==> src/rtl/ccb_pkg.sv <==
`timescale 1ns / 1ps
package ccb_pkg;

   localparam int MAX_WIDTH    = 1024;
   localparam int MAX_HEIGHT   = 1024;
   localparam int NUM_SURFACES = 2;
   localparam int PLANE        = MAX_WIDTH * MAX_HEIGHT;
   localparam int PLANE_AW     = $clog2(PLANE);
   localparam int SURF_AW      = $clog2(NUM_SURFACES);
   localparam int DIM_W        = 11;
   localparam int CNT_W        = 21;
   localparam int REQ_DATA_W   = 72;
   localparam int REQ_USER_W   = 6;
   localparam int RSP_DATA_W   = 32;
   localparam int CSR_IDX_W    = 3;

   typedef enum logic [1:0] {
      OP_WRITE = 2'd0,
      OP_READ  = 2'd1,
      OP_BLIT  = 2'd2,
      OP_FILL  = 2'd3
   } op_type;

   typedef enum logic [CSR_IDX_W-1:0] {
      CSR_SURF0_WIDTH  = 3'd0,
      CSR_SURF0_HEIGHT = 3'd1,
      CSR_SURF1_WIDTH  = 3'd2,
      CSR_SURF1_HEIGHT = 3'd3,
      CSR_UNKEYED      = 3'd4
   } csr_idx_type;

   typedef enum logic [2:0] {
      ST_IDLE,
      ST_SETUP,
      ST_PIX,
      ST_SNAP,
      ST_BLIT,
      ST_FILL,
      ST_DONE
   } state_type;

   typedef struct packed {
      logic load;
      logic setup;
      logic pix_go;
      logic snap_step;
      logic blit_step;
      logic fill_step;
      logic rsp_load;
   } cmd_type;

   typedef struct packed {
      op_type op;
      logic   snap_more;
      logic   blit_more;
      logic   fill_more;
   } sts_type;

endpackage

==> src/rtl/ccb_ctrl.sv <==
`timescale 1ns / 1ps
module ccb_ctrl (
   input  logic              clock,
   input  logic              reset,
   input  logic              req_tvalid,
   output logic              req_tready,
   output logic              rsp_tvalid,
   input  logic              rsp_tready,
   input  ccb_pkg::sts_type  sts,
   output ccb_pkg::cmd_type  cmd
);
   import ccb_pkg::*;

   state_type state_ff, state_in;
   logic      rsp_valid_ff, rsp_valid_in;

   always_ff @(posedge clock) begin
      if (reset) begin
         state_ff     <= ST_IDLE;
         rsp_valid_ff <= 1'b0;
      end else begin
         state_ff     <= state_in;
         rsp_valid_ff <= rsp_valid_in;
      end
   end

   always_comb begin
      state_in   = state_ff;
      cmd        = '0;
      req_tready = 1'b0;
      case (state_ff)
         ST_IDLE: begin
            req_tready = 1'b1;
            if (req_tvalid) begin
               cmd.load = 1'b1;
               state_in = ST_SETUP;
            end
         end
         ST_SETUP: begin
            cmd.setup = 1'b1;
            case (sts.op)
               OP_BLIT: state_in = ST_SNAP;
               OP_FILL: state_in = ST_FILL;
               default: state_in = ST_PIX;
            endcase
         end
         ST_PIX: begin
            cmd.pix_go = 1'b1;
            state_in   = ST_DONE;
         end
         ST_SNAP: begin
            if (sts.snap_more) begin
               cmd.snap_step = 1'b1;
            end else begin
               state_in = ST_BLIT;
            end
         end
         ST_BLIT: begin
            if (sts.blit_more) begin
               cmd.blit_step = 1'b1;
            end else begin
               state_in = ST_DONE;
            end
         end
         ST_FILL: begin
            if (sts.fill_more) begin
               cmd.fill_step = 1'b1;
            end else begin
               state_in = ST_DONE;
            end
         end
         ST_DONE: begin
            if (!rsp_valid_ff || rsp_tready) begin
               cmd.rsp_load = 1'b1;
               state_in     = ST_IDLE;
            end
         end
         default: state_in = ST_IDLE;
      endcase
   end

   always_comb begin
      rsp_valid_in = rsp_valid_ff;
      if (cmd.rsp_load) begin
         rsp_valid_in = 1'b1;
      end else if (rsp_tready) begin
         rsp_valid_in = 1'b0;
      end
   end

   assign rsp_tvalid = rsp_valid_ff;

endmodule

==> config.mk <==
export PLATFORM = sky130hd
export DESIGN_NAME = ccb_ctrl
export DESIGN_NICKNAME = d
export VERILOG_FILES = /design/src/rtl/ccb_pkg.sv /design/src/rtl/ccb_ctrl.sv
export SDC_FILE = /design/constraint.sdc
export NUM_CORES = 1
export LEC_CHECK = 0
export BUFFER_PORTS_ARGS = -buffer_cell sky130_fd_sc_hd__buf_2
export CAP_MARGIN = 20
export CORE_AREA = 2 2 39 41
export CTS_BUF_LIST = sky130_fd_sc_hd__clkbuf_4
export CTS_CLUSTER_DIAMETER = 120
export CTS_CLUSTER_SIZE = 25
export DETAILED_ROUTE_END_ITERATION = 7
export DIE_AREA = 0 0 41 43
export PLACE_DENSITY = 0.62
export SETUP_SLACK_MARGIN = 0.5
export SYNTH_ARGS = -nofsm -noshare
export SYNTH_HDL_FRONTEND = slang
export SYNTH_SLANG_ARGS = --single-unit
==> constraint.sdc <==
create_clock -name clock -period 3.65 [get_ports clock]
set_input_delay 1.095 -clock clock [delete_from_list [all_inputs] [get_ports clock]]
set_output_delay 1.095 -clock clock [all_outputs]
set_load 0.005 [all_outputs]
==> summary.md <==
| Metric | Value |
|---|---|
| Register share of total power | `35.0%` |
| Max Cap Violations | `0` |
| CTS clk-pin slew, worst paths | `40 ps` |
| Remaining DRCs | `0` |
| Initial Utilization | `23.78%` |
| Synth unique cells | `25` |
| Final-report max-slew violation count | `0` |
| Gr busiest metal | `met2` |
| Diode count | `0` |
| Vias per std cell | `4.486` |
| Setup crit end kind | `output pin` |
| NumNets Final | `67` |
| Peak supply drop | `0.1838 mV` |
| NetSw | `95.73 uW` |
| Sw Ratio | `39.72%` |
| Critical Path Fanout Max | `2` |
| Post-Syn Area | `329.1 sq um` |
| Remaining Overflow, GRT | `0` |
| Pwr per Cell Area | `571.5 mW/mm^2` |
| Total Die Area | `0.001763 sq mm` |
| Least-Margin Pin Slew | `447.2 ps` |
| Final Skew | `1.243 ps` |
| Status | `completed` |
| Clk_lat worst skew | `240 ps` |
| Pint | `145.2 uW` |
| Iter 0 DRT Violations | `1` |
| Share of cells above drive strength 1 | `42.86%` |
| H-tree Lvls | `1` |
| Clk pwr share | `23.4%` |
| Syn Area/Cell | `8.227 sq um` |
| Root Driver | `clkbuf_4` |
| Relative slew slack | `70.14%` |
| Setup crit start kind | `input port` |
| Met3 usage | `1.571%` |
| Largest net degree at the start of global routing | `14` |
| RSZ-0062 raised after global routing | `no` |
| GR met1 Demand/Resource | `11.18%` |
| Met2 layer usage reported by global route | `14.37%` |
| CTS tree | `done` |
| #FFs+latches synth | `4` |
| Arrival @ worst endpoint | `1620 ps` |
| First-pass DRT Iterations | `4` |
| Combinational fraction of design power | `41.5%` |
| Yosys Warn Count | `0` |
| Critical Path RT | `2550 ps` |
| Worst setup margin | `932.5 ps` |
| Fin crit share | `74.45%` |
| Setup TNS | `0 ps` |
| CTS Hold Buffers Added | `0` |
| Antenna Nets Post-Route | `0` |
| PostCTS Resize Cnt | `0` |
| Fillcell total | `163` |
| Clock sinks | `4` |
| Num ports | `18` |
| Routed wire length | `780 microns` |
| Worst slack, placed | `935.7 ps` |
| Hpwl dp | `585.9 microns` |
| First-pass GRT wire length | `1145 microns` |
| GP Congestion | `0.7514` |
| Initial antenna violation count | `0` |
| Area Overhead vs Synth | `28.14%` |
| Min-Delay Path Class | `flop to flop` |
| Kind of critical path | `input port to output pin` |
| Endpoints failing hold | `0` |
| P_leak | `0.1880 nW` |
| Number of global-route vias before repair | `292` |
| Final setup fails | `0` |
| Sequential share of the synthesized area | `24.33%` |
| Drt wl/cell | `10.83 microns` |
| Die height | `43 microns` |
| Die Width | `41 microns` |
| PortBufs | `17` |
| Vias | `323` |
| CORE AREA | `0.001384 sq mm` |
| Mapped Cells | `40` |
| Number of CTS-inserted buffers | `3` |
| Post-CTS Setup Inserts | `0` |
| Gr usage total | `9.920%` |
| Min Tclk post-route | `2717 ps` |
| CTS max path bufs | `2` |
| Synth Net Count | `49` |
| # rows | `14` |
| FMAX | `368.0 MHz` |
## flip-flops by register name, summed over array words and instances, names as in the netlist
signal / flops
state_ff: 3
rsp_tvalid: 1
## Yosys cell counts, drive strengths merged
| cell | instances | share of area, % |
|---|---|---|
| a2111oi | 1 | 4.6 |
| a211oi | 3 | 6.8 |
| a21boi | 1 | 2.3 |
| a21oi | 1 | 1.5 |
| a311oi | 2 | 7.2 |
| and2 | 1 | 1.9 |
| buf | 4 | 11 |
| clkinv | 1 | 1.1 |
| dfxtp | 4 | 24 |
| inv | 2 | 2.3 |
| mux2i | 1 | 3.0 |
| nand2 | 4 | 4.6 |
| nand2b | 2 | 4.6 |
| nand3 | 1 | 1.5 |
| nor2 | 2 | 2.3 |
| nor2b | 1 | 1.9 |
| nor3 | 4 | 6.1 |
| nor3b | 1 | 3.8 |
| o21ai | 1 | 1.5 |
| o21ba | 2 | 6.1 |
| o22ai | 1 | 1.9 |
## layout make-up
class / instances / area (sq um) / share of cell area (%)
Timing Repair Buffer: 17 / 85.08 / 20.18
Inverter: 3 / 11.26 / 2.671
Multi-Input combinational cell: 29 / 202.7 / 48.07
Tap cell: 16 / 20.02 / 4.748
Sequential cell: 4 / 80.08 / 18.99
Clock buffer: 3 / 22.52 / 5.341
## critical path, stage by stage
cell,delay [ps]
buf_2,80
nand2_1,70
nor3_1,220
buf_2,160
## layer usage
metal,up-vias,wire [microns]
met2,12,366
met4,0,0
met1,137,354
met5,-,0
li1,174,-
met3,0,59
## through the flow
stage	hold slack [ps]	util, %	cells	instance area, sq um	power [mW]
6_report	486.0	30.47	72	421.7	0.2410
5_1_grt	520.1	30.47	72	421.7	0.2594
4_1_cts	493.9	30.47	72	421.7	0.2467
3_5_place_dp	488.2	28.84	69	399.1	0.1854
3_3_place_gp	480.0	28.84	69	399.1	0.1836
2_1_floorplan	478.0	-	40	329.1	0.1643
## logic make-up after synthesis
kind of cell           Yosys count  synth area share (%)
and+or+nand+nor                 16                 26.62
AOI/OAI and AO/OA               12                 31.94
buffers and inverters            7                 14.07
DFF                              4                 24.34
muxes                            1                 3.042
## power by group through the flow
stage               Clock [mW]  Combinational (mW)  Sequential [mW]
floorplan                    0               0.103           0.0610
global placement             0              0.0994           0.0841
detailed placement           0               0.101           0.0846
CTS                     0.0607               0.102           0.0839
global route            0.0614               0.111           0.0867
finish                  0.0564               0.100           0.0844
## placed cells by master, fill, tap and decap left out, drive strengths merged, types with 2 or more instances in the layout
| master | instances |
|---|---|
| buf | 17 |
| dfxtp | 4 |
| inv | 2 |
| nor3 | 4 |
| nand2 | 4 |
| a311oi | 2 |
| a211oi | 3 |
| nand2b | 2 |
| o21ba | 2 |
| clkbuf | 3 |
| nor2 | 2 |
## final timing paths
path | depth (start not counted) | startpoint | to | slack [ps]
worst max-delay path | 4 | sts[0] | cmd[1] | 930
worst max register to register | 3 | state_ff[0]$_SDFFE_PP0P_ | state_ff[1]$_SDFFE_PP0P_ | 2400
worst min-delay path | 2 | rsp_tvalid$_SDFFE_PP0P_ | rsp_tvalid$_SDFFE_PP0P_ | 490
worst min register to register | 2 | rsp_tvalid$_SDFFE_PP0P_ | rsp_tvalid$_SDFFE_PP0P_ | 490
No activity file was read; power rests on OpenSTA's default activity.
